## src/hdl/cti_pkg.sv

```systemverilog
`timescale 1ns / 1ps
// ----------------------------------------------------------------------------
// cti_pkg
// Shared types and constants for the cone track isolation block.
// ----------------------------------------------------------------------------
package cti_pkg;

	// item kinds
	localparam logic [1:0] KIND_CAND  = 2'd0;
	localparam logic [1:0] KIND_MUON0 = 2'd1;
	localparam logic [1:0] KIND_MUON1 = 2'd2;
	localparam logic [1:0] KIND_TRACK = 2'd3;

	// configuration register indexes
	localparam logic CFG_CONE_RADIUS  = 1'b0;
	localparam logic CFG_MIN_TRACK_PT = 1'b1;

	localparam logic [11:0] CONE_RADIUS_RESET  = 12'd307;
	localparam logic [15:0] MIN_TRACK_PT_RESET = 16'd64;

	// deltaR < 0.01 with d2 in 1/1024^2 units: d2 * 10000 < 2^20, i.e. d2 <= 104
	localparam logic [28:0] MUON_VETO_D2_MAX = 29'd104;

	localparam logic [23:0] SUM_MAX = 24'hFFFFFF;

	// queue between classifier and accumulator
	localparam int QUEUE_DEPTH = 4;
	localparam int QPTR_W      = 2;
	localparam int QCNT_W      = 3;

	typedef struct packed {
		logic [1:0]  kind;
		logic [15:0] pt;
		logic        keep;
		logic        last;
	} entry_t;

	typedef struct packed {
		logic              valid;
		logic [QCNT_W-1:0] count;
	} queue_status_t;

endpackage

```

## src/hdl/cti_front.sv

```systemverilog
`timescale 1ns / 1ps
// ----------------------------------------------------------------------------
// cti_front
// Accepts words, keeps candidate and muon directions, and classifies tracks
// through a two-stage geometry pipeline into the queue.
// ----------------------------------------------------------------------------
module cti_front import cti_pkg::*; (
	input  logic          clk,
	input  logic          arst_n,
	input  logic          in_valid,
	output logic          in_ready,
	input  logic [1:0]    kind,
	input  logic signed [13:0] eta,
	input  logic signed [12:0] phi,
	input  logic [15:0]   pt,
	input  logic          charged,
	input  logic          last,
	input  logic [11:0]   cone_radius,
	input  logic [15:0]   min_track_pt,
	input  queue_status_t q_status,
	output logic          push,
	output entry_t        push_entry
);

	function automatic logic signed [13:0] wrap_phi(input logic signed [14:0] d);
		logic signed [14:0] x;
		x = d;
		for (int k = 0; k < 2; k++) begin
			if (x > 15'sd3217) x = x - 15'sd6434;
			else if (x < -15'sd3217) x = x + 15'sd6434;
		end
		return x[13:0];
	endfunction

	logic signed [13:0] cand_eta_q;
	logic signed [12:0] cand_phi_q;
	logic signed [13:0] muon_eta_q [2];
	logic signed [12:0] muon_phi_q [2];

	logic v_s1, v_s2;
	logic [1:0]  kind_s1, kind_s2;
	logic [15:0] pt_s1, pt_s2;
	logic        last_s1, last_s2;
	logic        basic_s1, basic_s2;
	logic signed [14:0] de_s1 [3];
	logic signed [13:0] dp_s1 [3];
	logic [28:0] d2_s2 [3];

	logic accept;
	logic signed [13:0] ref_eta [3];
	logic signed [12:0] ref_phi [3];

	// reserve a queue slot for every word in flight
	assign in_ready = ({1'b0, q_status.count} + {3'b0, v_s1} + {3'b0, v_s2})
		< 4'(QUEUE_DEPTH);
	assign accept = in_valid && in_ready;

	assign ref_eta[0] = muon_eta_q[0];
	assign ref_eta[1] = muon_eta_q[1];
	assign ref_eta[2] = cand_eta_q;
	assign ref_phi[0] = muon_phi_q[0];
	assign ref_phi[1] = muon_phi_q[1];
	assign ref_phi[2] = cand_phi_q;

	always_ff @(posedge clk or negedge arst_n) begin
		if (!arst_n) begin
			cand_eta_q    <= '0;
			cand_phi_q    <= '0;
			muon_eta_q[0] <= '0;
			muon_eta_q[1] <= '0;
			muon_phi_q[0] <= '0;
			muon_phi_q[1] <= '0;
		end else if (accept) begin
			unique case (kind)
				KIND_CAND: begin
					cand_eta_q <= eta;
					cand_phi_q <= phi;
				end
				KIND_MUON0: begin
					muon_eta_q[0] <= eta;
					muon_phi_q[0] <= phi;
				end
				KIND_MUON1: begin
					muon_eta_q[1] <= eta;
					muon_phi_q[1] <= phi;
				end
				default: ;
			endcase
		end
	end

	always_ff @(posedge clk or negedge arst_n) begin
		if (!arst_n) begin
			v_s1 <= 1'b0;
			v_s2 <= 1'b0;
		end else begin
			v_s1 <= accept;
			v_s2 <= v_s1;
		end
	end

	// stage 1: differences against the stored directions
	always_ff @(posedge clk) begin
		kind_s1  <= kind;
		pt_s1    <= pt;
		last_s1  <= last;
		basic_s1 <= charged && (pt >= min_track_pt);
		for (int i = 0; i < 3; i++) begin
			de_s1[i] <= 15'(eta) - 15'(ref_eta[i]);
			dp_s1[i] <= wrap_phi(15'(phi) - 15'(ref_phi[i]));
		end
	end

	// stage 2: squared distances
	always_ff @(posedge clk) begin
		kind_s2  <= kind_s1;
		pt_s2    <= pt_s1;
		last_s2  <= last_s1;
		basic_s2 <= basic_s1;
		for (int i = 0; i < 3; i++) begin
			d2_s2[i] <= 29'(30'(de_s1[i] * de_s1[i])) + 29'(28'(dp_s1[i] * dp_s1[i]));
		end
	end

	logic [23:0] r_sq;
	logic veto, outside;
	assign r_sq    = 12'(cone_radius) * 12'(cone_radius) + 24'd0;
	assign veto    = (d2_s2[0] <= MUON_VETO_D2_MAX) || (d2_s2[1] <= MUON_VETO_D2_MAX);
	assign outside = d2_s2[2] > {5'b0, r_sq};

	assign push            = v_s2;
	assign push_entry.kind = kind_s2;
	assign push_entry.pt   = pt_s2;
	assign push_entry.keep = basic_s2 && !veto && !outside;
	assign push_entry.last = last_s2;

endmodule

```

## src/hdl/cti_queue.sv

```systemverilog
`timescale 1ns / 1ps
// ----------------------------------------------------------------------------
// cti_queue
// Small FIFO of classified words between the front and the accumulator.
// ----------------------------------------------------------------------------
module cti_queue import cti_pkg::*; (
	input  logic          clk,
	input  logic          arst_n,
	input  logic          push,
	input  entry_t        push_entry,
	input  logic          pop,
	output entry_t        head,
	output queue_status_t status
);

	entry_t            mem_q [QUEUE_DEPTH];
	logic [QPTR_W-1:0] wr_q, rd_q;
	logic [QCNT_W-1:0] count_q;

	always_ff @(posedge clk) begin
		if (push) mem_q[wr_q] <= push_entry;
	end

	always_ff @(posedge clk or negedge arst_n) begin
		if (!arst_n) begin
			wr_q    <= '0;
			rd_q    <= '0;
			count_q <= '0;
		end else begin
			if (push) wr_q <= wr_q + 1'b1;
			if (pop)  rd_q <= rd_q + 1'b1;
			unique case ({push, pop})
				2'b10:   count_q <= count_q + 1'b1;
				2'b01:   count_q <= count_q - 1'b1;
				default: count_q <= count_q;
			endcase
		end
	end

	assign head         = mem_q[rd_q];
	assign status.valid = count_q != '0;
	assign status.count = count_q;

endmodule

```

## src/hdl/cti_back.sv

```systemverilog
`timescale 1ns / 1ps
// ----------------------------------------------------------------------------
// cti_back
// Accumulates accepted track pt, and at the end of an event divides the
// candidate pt by the total with a restoring divider into the output register.
// ----------------------------------------------------------------------------
module cti_back import cti_pkg::*; (
	input  logic          clk,
	input  logic          arst_n,
	input  queue_status_t q_status,
	input  entry_t        head,
	output logic          pop,
	output logic          out_valid,
	input  logic          out_ready,
	output logic [16:0]   isolation,
	output logic [23:0]   summed_pt,
	output logic          zero_denominator
);

	localparam logic [1:0] ST_IDLE = 2'd0;
	localparam logic [1:0] ST_INIT = 2'd1;
	localparam logic [1:0] ST_DIV  = 2'd2;
	localparam logic [1:0] ST_DONE = 2'd3;

	logic [1:0]  state_q;
	logic [15:0] cand_pt_q;
	logic [23:0] sum_q;
	logic [32:0] rem_q;
	logic [40:0] dsh_q;
	logic [16:0] quo_q;
	logic [4:0]  cnt_q;
	logic        zero_q;
	logic        out_valid_q;
	logic [16:0] iso_q;
	logic [23:0] osum_q;
	logic        ozero_q;

	logic [24:0] den;
	logic [24:0] sum_add;
	logic        take_out;

	assign pop      = (state_q == ST_IDLE) && q_status.valid;
	assign den      = {9'b0, cand_pt_q} + {1'b0, sum_q};
	assign sum_add  = {1'b0, sum_q} + {9'b0, head.pt};
	assign take_out = (state_q == ST_DONE) && (!out_valid_q || out_ready);

	always_ff @(posedge clk or negedge arst_n) begin
		if (!arst_n) begin
			state_q   <= ST_IDLE;
			cand_pt_q <= '0;
			sum_q     <= '0;
			cnt_q     <= '0;
		end else begin
			unique case (state_q)
				ST_IDLE: begin
					if (pop) begin
						if (head.kind == KIND_CAND) begin
							cand_pt_q <= head.pt;
							sum_q     <= '0;
						end else if (head.kind == KIND_TRACK && head.keep) begin
							sum_q <= sum_add[24] ? SUM_MAX : sum_add[23:0];
						end
						if (head.last) state_q <= ST_INIT;
					end
				end
				ST_INIT: begin
					cnt_q   <= 5'd16;
					state_q <= ST_DIV;
				end
				ST_DIV: begin
					cnt_q <= cnt_q - 1'b1;
					if (cnt_q == '0) state_q <= ST_DONE;
				end
				ST_DONE: begin
					if (take_out) state_q <= ST_IDLE;
				end
				default: state_q <= ST_IDLE;
			endcase
		end
	end

	// divider datapath: one quotient bit per cycle
	always_ff @(posedge clk) begin
		if (state_q == ST_INIT) begin
			rem_q  <= {1'b0, cand_pt_q, 16'h0} + {9'b0, den[24:1]};
			dsh_q  <= {den, 16'h0};
			zero_q <= den == '0;
		end else if (state_q == ST_DIV) begin
			if ({8'b0, rem_q} >= dsh_q) begin
				rem_q <= 33'({8'b0, rem_q} - dsh_q);
				quo_q <= {quo_q[15:0], 1'b1};
			end else begin
				quo_q <= {quo_q[15:0], 1'b0};
			end
			dsh_q <= dsh_q >> 1;
		end
	end

	always_ff @(posedge clk or negedge arst_n) begin
		if (!arst_n) begin
			out_valid_q <= 1'b0;
		end else if (take_out) begin
			out_valid_q <= 1'b1;
		end else if (out_ready) begin
			out_valid_q <= 1'b0;
		end
	end

	always_ff @(posedge clk) begin
		if (take_out) begin
			iso_q   <= zero_q ? '0 : quo_q;
			osum_q  <= sum_q;
			ozero_q <= zero_q;
		end
	end

	assign out_valid        = out_valid_q;
	assign isolation        = iso_q;
	assign summed_pt        = osum_q;
	assign zero_denominator = ozero_q;

endmodule

```

## src/hdl/cone_track_isolation.sv

```systemverilog
`timescale 1ns / 1ps
// ----------------------------------------------------------------------------
// cone_track_isolation
// Relative track isolation of a candidate: sums the pt of tracks inside the
// cone, outside the muon veto, and returns cand_pt / (cand_pt + sum).
// ----------------------------------------------------------------------------
//
//  channel  | handshake            | payload
//  ---------+----------------------+---------------------------------------
//  input    | in_valid / in_ready  | kind, eta, phi, pt, charged, last
//  output   | out_valid / out_ready| isolation, summed_pt, zero_denominator
//  config   | cfg_we               | cfg_index, cfg_data
//
//  Words without last are taken while the accumulator is idle; the geometry
//  runs two stages ahead of a four-entry queue. A word with last sends the
//  accumulator through the 17-step divider before it takes the next word.
//  Reset clears all stored directions, the sum and the queue.
//  The front keeps accepting while the divider runs or a result waits,
//  until the queue slots are all reserved.
//
module cone_track_isolation import cti_pkg::*; (
	input  logic               clk,
	input  logic               arst_n,
	input  logic               in_valid,
	output logic               in_ready,
	input  logic [1:0]         kind,
	input  logic signed [13:0] eta,
	input  logic signed [12:0] phi,
	input  logic [15:0]        pt,
	input  logic               charged,
	input  logic               last,
	output logic               out_valid,
	input  logic               out_ready,
	output logic [16:0]        isolation,
	output logic [23:0]        summed_pt,
	output logic               zero_denominator,
	input  logic               cfg_we,
	input  logic               cfg_index,
	input  logic [15:0]        cfg_data
);

	logic [11:0]   cone_radius_q;
	logic [15:0]   min_track_pt_q;
	queue_status_t q_status;
	entry_t        push_entry, head;
	logic          push, pop;

	// hold configuration; the user must make writes only while idle, the block has no check for it
	always_ff @(posedge clk or negedge arst_n) begin
		if (!arst_n) begin
			cone_radius_q  <= CONE_RADIUS_RESET;
			min_track_pt_q <= MIN_TRACK_PT_RESET;
		end else if (cfg_we) begin
			unique case (cfg_index)
				CFG_CONE_RADIUS:  cone_radius_q  <= cfg_data[11:0];
				CFG_MIN_TRACK_PT: min_track_pt_q <= cfg_data;
				default: ;
			endcase
		end
	end

	// classify words and update directions
	cti_front u_front (
		.clk          (clk),
		.arst_n       (arst_n),
		.in_valid     (in_valid),
		.in_ready     (in_ready),
		.kind         (kind),
		.eta          (eta),
		.phi          (phi),
		.pt           (pt),
		.charged      (charged),
		.last         (last),
		.cone_radius  (cone_radius_q),
		.min_track_pt (min_track_pt_q),
		.q_status     (q_status),
		.push         (push),
		.push_entry   (push_entry)
	);

	// decouple classification from accumulation
	cti_queue u_queue (
		.clk        (clk),
		.arst_n     (arst_n),
		.push       (push),
		.push_entry (push_entry),
		.pop        (pop),
		.head       (head),
		.status     (q_status)
	);

	// accumulate and divide
	cti_back u_back (
		.clk              (clk),
		.arst_n           (arst_n),
		.q_status         (q_status),
		.head             (head),
		.pop              (pop),
		.out_valid        (out_valid),
		.out_ready        (out_ready),
		.isolation        (isolation),
		.summed_pt        (summed_pt),
		.zero_denominator (zero_denominator)
	);

endmodule

```

## config.mk

```make
export PLATFORM = sky130hd
export DESIGN_NAME = cone_track_isolation
export DESIGN_NICKNAME = d
export VERILOG_FILES = /design/src/hdl/cti_pkg.sv /design/src/hdl/cti_front.sv /design/src/hdl/cti_queue.sv /design/src/hdl/cti_back.sv /design/src/hdl/cone_track_isolation.sv
export SDC_FILE = /design/constraint.sdc
export NUM_CORES = 2
export LEC_CHECK = 0
export BUFFER_PORTS_ARGS = -buffer_cell sky130_fd_sc_hd__buf_2
export CAP_MARGIN = 40
export CORE_ASPECT_RATIO = 0.5
export CORE_UTILIZATION = 45
export DETAILED_ROUTE_END_ITERATION = 10
export PLACE_DENSITY = 0.69
export SYNTH_ARGS = -nofsm -noshare
export SYNTH_HDL_FRONTEND = slang
export SYNTH_HIERARCHICAL = 1
export SYNTH_SLANG_ARGS = --single-unit
```

## constraint.sdc

```tcl
create_clock -name clk -period 9.68 [get_ports clk]
set_input_delay 0 -clock clk [delete_from_list [all_inputs] [get_ports clk]]
set_output_delay 0 -clock clk [all_outputs]
set_load 0.03 [all_outputs]
```

==> reports/results.ini <==
[die]
rows = 107
initial_core_util_pct = 45.7
die_h_um = 297
core_region_area_um2 = 172000
dieArea_um2 = 176000
die_w_um = 593
pin_count = 113

[cts]
hold_buffers = 97
clk_path_buf_depth = 3
insertion_delay_ps = 710
cts_tree = built
cts_resized = 0
clkTransAtPathRegs_ps = 70
cts_sinks = 594
h-tree-depth = 2
cts_buffers = 60
cts_setup_buffers = 0
clockRootBuffer = clkbuf_16

[worst_setup_path]
reg2reg_slack_ps = 1170
critPathLaunchType = flip-flop
cp.required_ps = 10230
cp-end-kind = flip-flop
rr_startpoint = u_front/dp_s1[0][14]$_DFF_P_
crit_type = flip-flop to flip-flop
crit_fanout = 16
r2r_cells = 23
worstReg2RegEnd = u_front/d2_s2[0][57]$_DFF_P_
cp.arrival_ps = 9060

[global_route]
grt.overflow.total = 0
grt_max_degree = 58
grt_pass1_wl_um = 297000
grtUsageTotal_pct = 21.2
grt_antenna_before_repair = 8
grt_pass1_vias = 56770

[drt]
wl_per_cell_um = 17.2
vias = 52533
postRouteAntennaNets = 0
drtIter0Drc = 3026
vias_per_cell = 5.08
wl_um = 177000
drc = 0
drt_pass1_iterations = 6

[timing]
worst_slew_margin_rel_pct = 38.6
finalSetupViolations = 0
setup_tns_ps = 0
drv_slew = 0
tightest_slew_ps = 897
skew_ps = 64.3
fin_crit_sh_pct = 88.0
min_period_ps = 8510
timing.final.hold_violations = 0
max_freq_mhz = 117
rsz0062_at_grt = false

[logic_synthesis]
synth_seq_area_share_pct = 18.8
synth_cell_types = 114
syn_area_um2 = 78500
synthArstFlopShare_pct = 27.9
yosys.area.top_type = fa_1
synth.area.top_cells = fa_1 (36%), ha_1 (10%), inv_1 (9.3%)
synth_cells = 7863
syn_avg_cell_area_um2 = 9.98
ys_warn_count = 6
synth_top_area_share_pct = 36.3
ys_seq_elements = 594
synth_ff_type = dfxtp_1
synth-edff-count = 198

[placed_design]
io_buffers = 112
place.gp.congestion = 0.913
dpl.hpwl_um = 148000

[worst_hold_path]
holdCritPathClass = input pin to flip-flop
hold_path.startpoint = kind[1]
hold_depth = 2
holdPathEnd = u_front/kind_s1[1]$_DFF_P_

[run_status]
outcome = finished clean

[cells_and_area]
final_nets = 10116
drive_gt1_share_pct = 5.54
syn2layout_area_growth_pct = 7.92

[flow_run]
maxCapViolations = 0

-- how the worst max path moves through the flow --
stage	from	endpoint
after floorplan	u_front/dp_s1[0][27]$_DFF_P_	u_front/d2_s2[0][57]$_DFF_P_
after global placement	u_front/dp_s1[0][14]$_DFF_P_	u_front/d2_s2[0][57]$_DFF_P_
after detailed placement	u_front/dp_s1[0][14]$_DFF_P_	u_front/d2_s2[0][57]$_DFF_P_
after CTS	u_front/dp_s1[0][14]$_DFF_P_	u_front/d2_s2[0][57]$_DFF_P_
after global routing	u_front/dp_s1[0][14]$_DFF_P_	u_front/d2_s2[0][57]$_DFF_P_
final	u_front/dp_s1[0][14]$_DFF_P_	u_front/d2_s2[0][57]$_DFF_P_
-- layout make-up --
| type | instances | area, um^2 |
|---|---|---|
| Multi-Input combinational cell | 5148 | 55800 |
| Antenna cell | 4 | 10.0 |
| Tap cell | 2289 | 2860 |
| Clock buffer | 74 | 1630 |
| Sequential cell | 594 | 14700 |
| Clock inverter | 40 | 482 |
| Timing Repair Buffer | 246 | 1900 |
| Inverter | 1949 | 7320 |
| Fill cell | 15727 | 87000 |
-- stage by stage --
stage | setup WS (ps) | util (%) | std cells | hold slack [ps] | instance area (um^2)
floorplan | 1980 | - | 7864 | -296 | 78500
global placement | 1240 | 47.5 | 10122 | -16.3 | 81400
detailed placement | 1160 | 47.5 | 10129 | -13.9 | 81600
CTS | 1160 | 49.3 | 10340 | 1.33 | 84700
global route | 639 | 49.3 | 10341 | 34.6 | 84700
finish | 1170 | 49.3 | 10344 | 57.1 | 84700
-- worst max-delay path: stages, from the launching register on --
cell and delay (ps):
dfxtp_1 820, nand2_1 390, inv_1 630, ha_1 380, fa_1 580, fa_1 460
fa_1 500, fa_1 490, inv_1 50, fa_1 480, inv_1 50, fa_1 450
fa_1 470, ha_1 240, or3_1 380, a211o_1 260, a41oi_1 440, o211ai_1 180
nand2_1 100, o21ai_0 110, or4_1 450, a31o_2 250, a21oi_1 160, xnor2_1 90
-- flip-flops by register name (all words and copies together), names as in the netlist, 3 cells and up --
register and flops:
u_back/cand_pt_q 16, u_back/rem_q 33, min_track_pt_q 16, u_front/dp_s1 42, u_queue/mem_q 80, u_front/cand_eta_q 14, u_back/sum_q 24, u_back/cnt_q 5
u_front/pt_s2 16, u_front/de_s1 45, u_back/dsh_q 41, u_queue/count_q 3, u_front/cand_phi_q 13, cone_radius_q 12, u_front/muon_phi_q 26, u_front/pt_s1 16
u_front/d2_s2 87, u_back/summed_pt 24, u_front/muon_eta_q 28, u_back/quo_q 17, u_back/isolation 17
-- cell usage after synthesis (30+ instances only) --
master	n
inv_1	1947
o21ai_0	181
fa_1	1422
a21oi_1	212
nor2b_1	92
dfrtp_1	160
nand2_1	632
dfxtp_1	230
or2_2	30
ha_1	626
a31oi_1	48
nand2b_1	56
a21o_1	115
nand3_1	64
edfxtp_1	198
mux2_2	58
clkbuf_1	149
nor3_1	66
xor2_1	110
xnor2_1	253
o21bai_1	30
and2_1	313
nor2_1	266
mux2i_1	35
-- metal layers --
metal	routed length (um)	share of wire, %	global-route usage (%)
met1	74100	42	27.2
met2	88200	50	36.9
met3	8740	4.9	3.17
met4	6350	3.6	6.62
met5	37	0.021	0
-- cell families after synthesis --
logic type | count (synthesis) | synth area share, %
buffers and inverters | 2122 | 10.2
adders and majority gates | 2048 | 46.3
and+or+nand+nor | 1673 | 10.4
AOI/OAI and AO/OA | 932 | 8.06
DFF | 594 | 18.8
xor gates and xnor gates | 370 | 4.20
muxes | 123 | 2.05
other | 1 | 0.00478
-- placed cells by master (no fill, tap or decap), types with 30 or more instances in the layout --
| master | instances |
|---|---|
| and2_1 | 312 |
| buf_4 | 32 |
| xnor2_1 | 253 |
| dfxtp_1 | 230 |
| mux2_2 | 58 |
| nand2_1 | 632 |
| or2_2 | 30 |
| nand3_1 | 64 |
| a21o_1 | 115 |
| a21oi_1 | 212 |
| nand2b_1 | 56 |
| edfxtp_1 | 198 |
| xor2_1 | 110 |
| nor2b_1 | 91 |
| o21bai_1 | 30 |
| nor3_1 | 64 |
| clkbuf_16 | 61 |
| fa_1 | 1422 |
| dfrtp_1 | 160 |
| o21ai_0 | 181 |
| dlygate4sd3_1 | 96 |
| a31oi_1 | 48 |
| buf_2 | 111 |
| inv_1 | 1947 |
| mux2i_1 | 35 |
| nor2_1 | 266 |
| ha_1 | 624 |
Power is left out: the tool's default activity adds up to more than one toggle a clock period on the data nets, which glitch-free logic cannot reach.
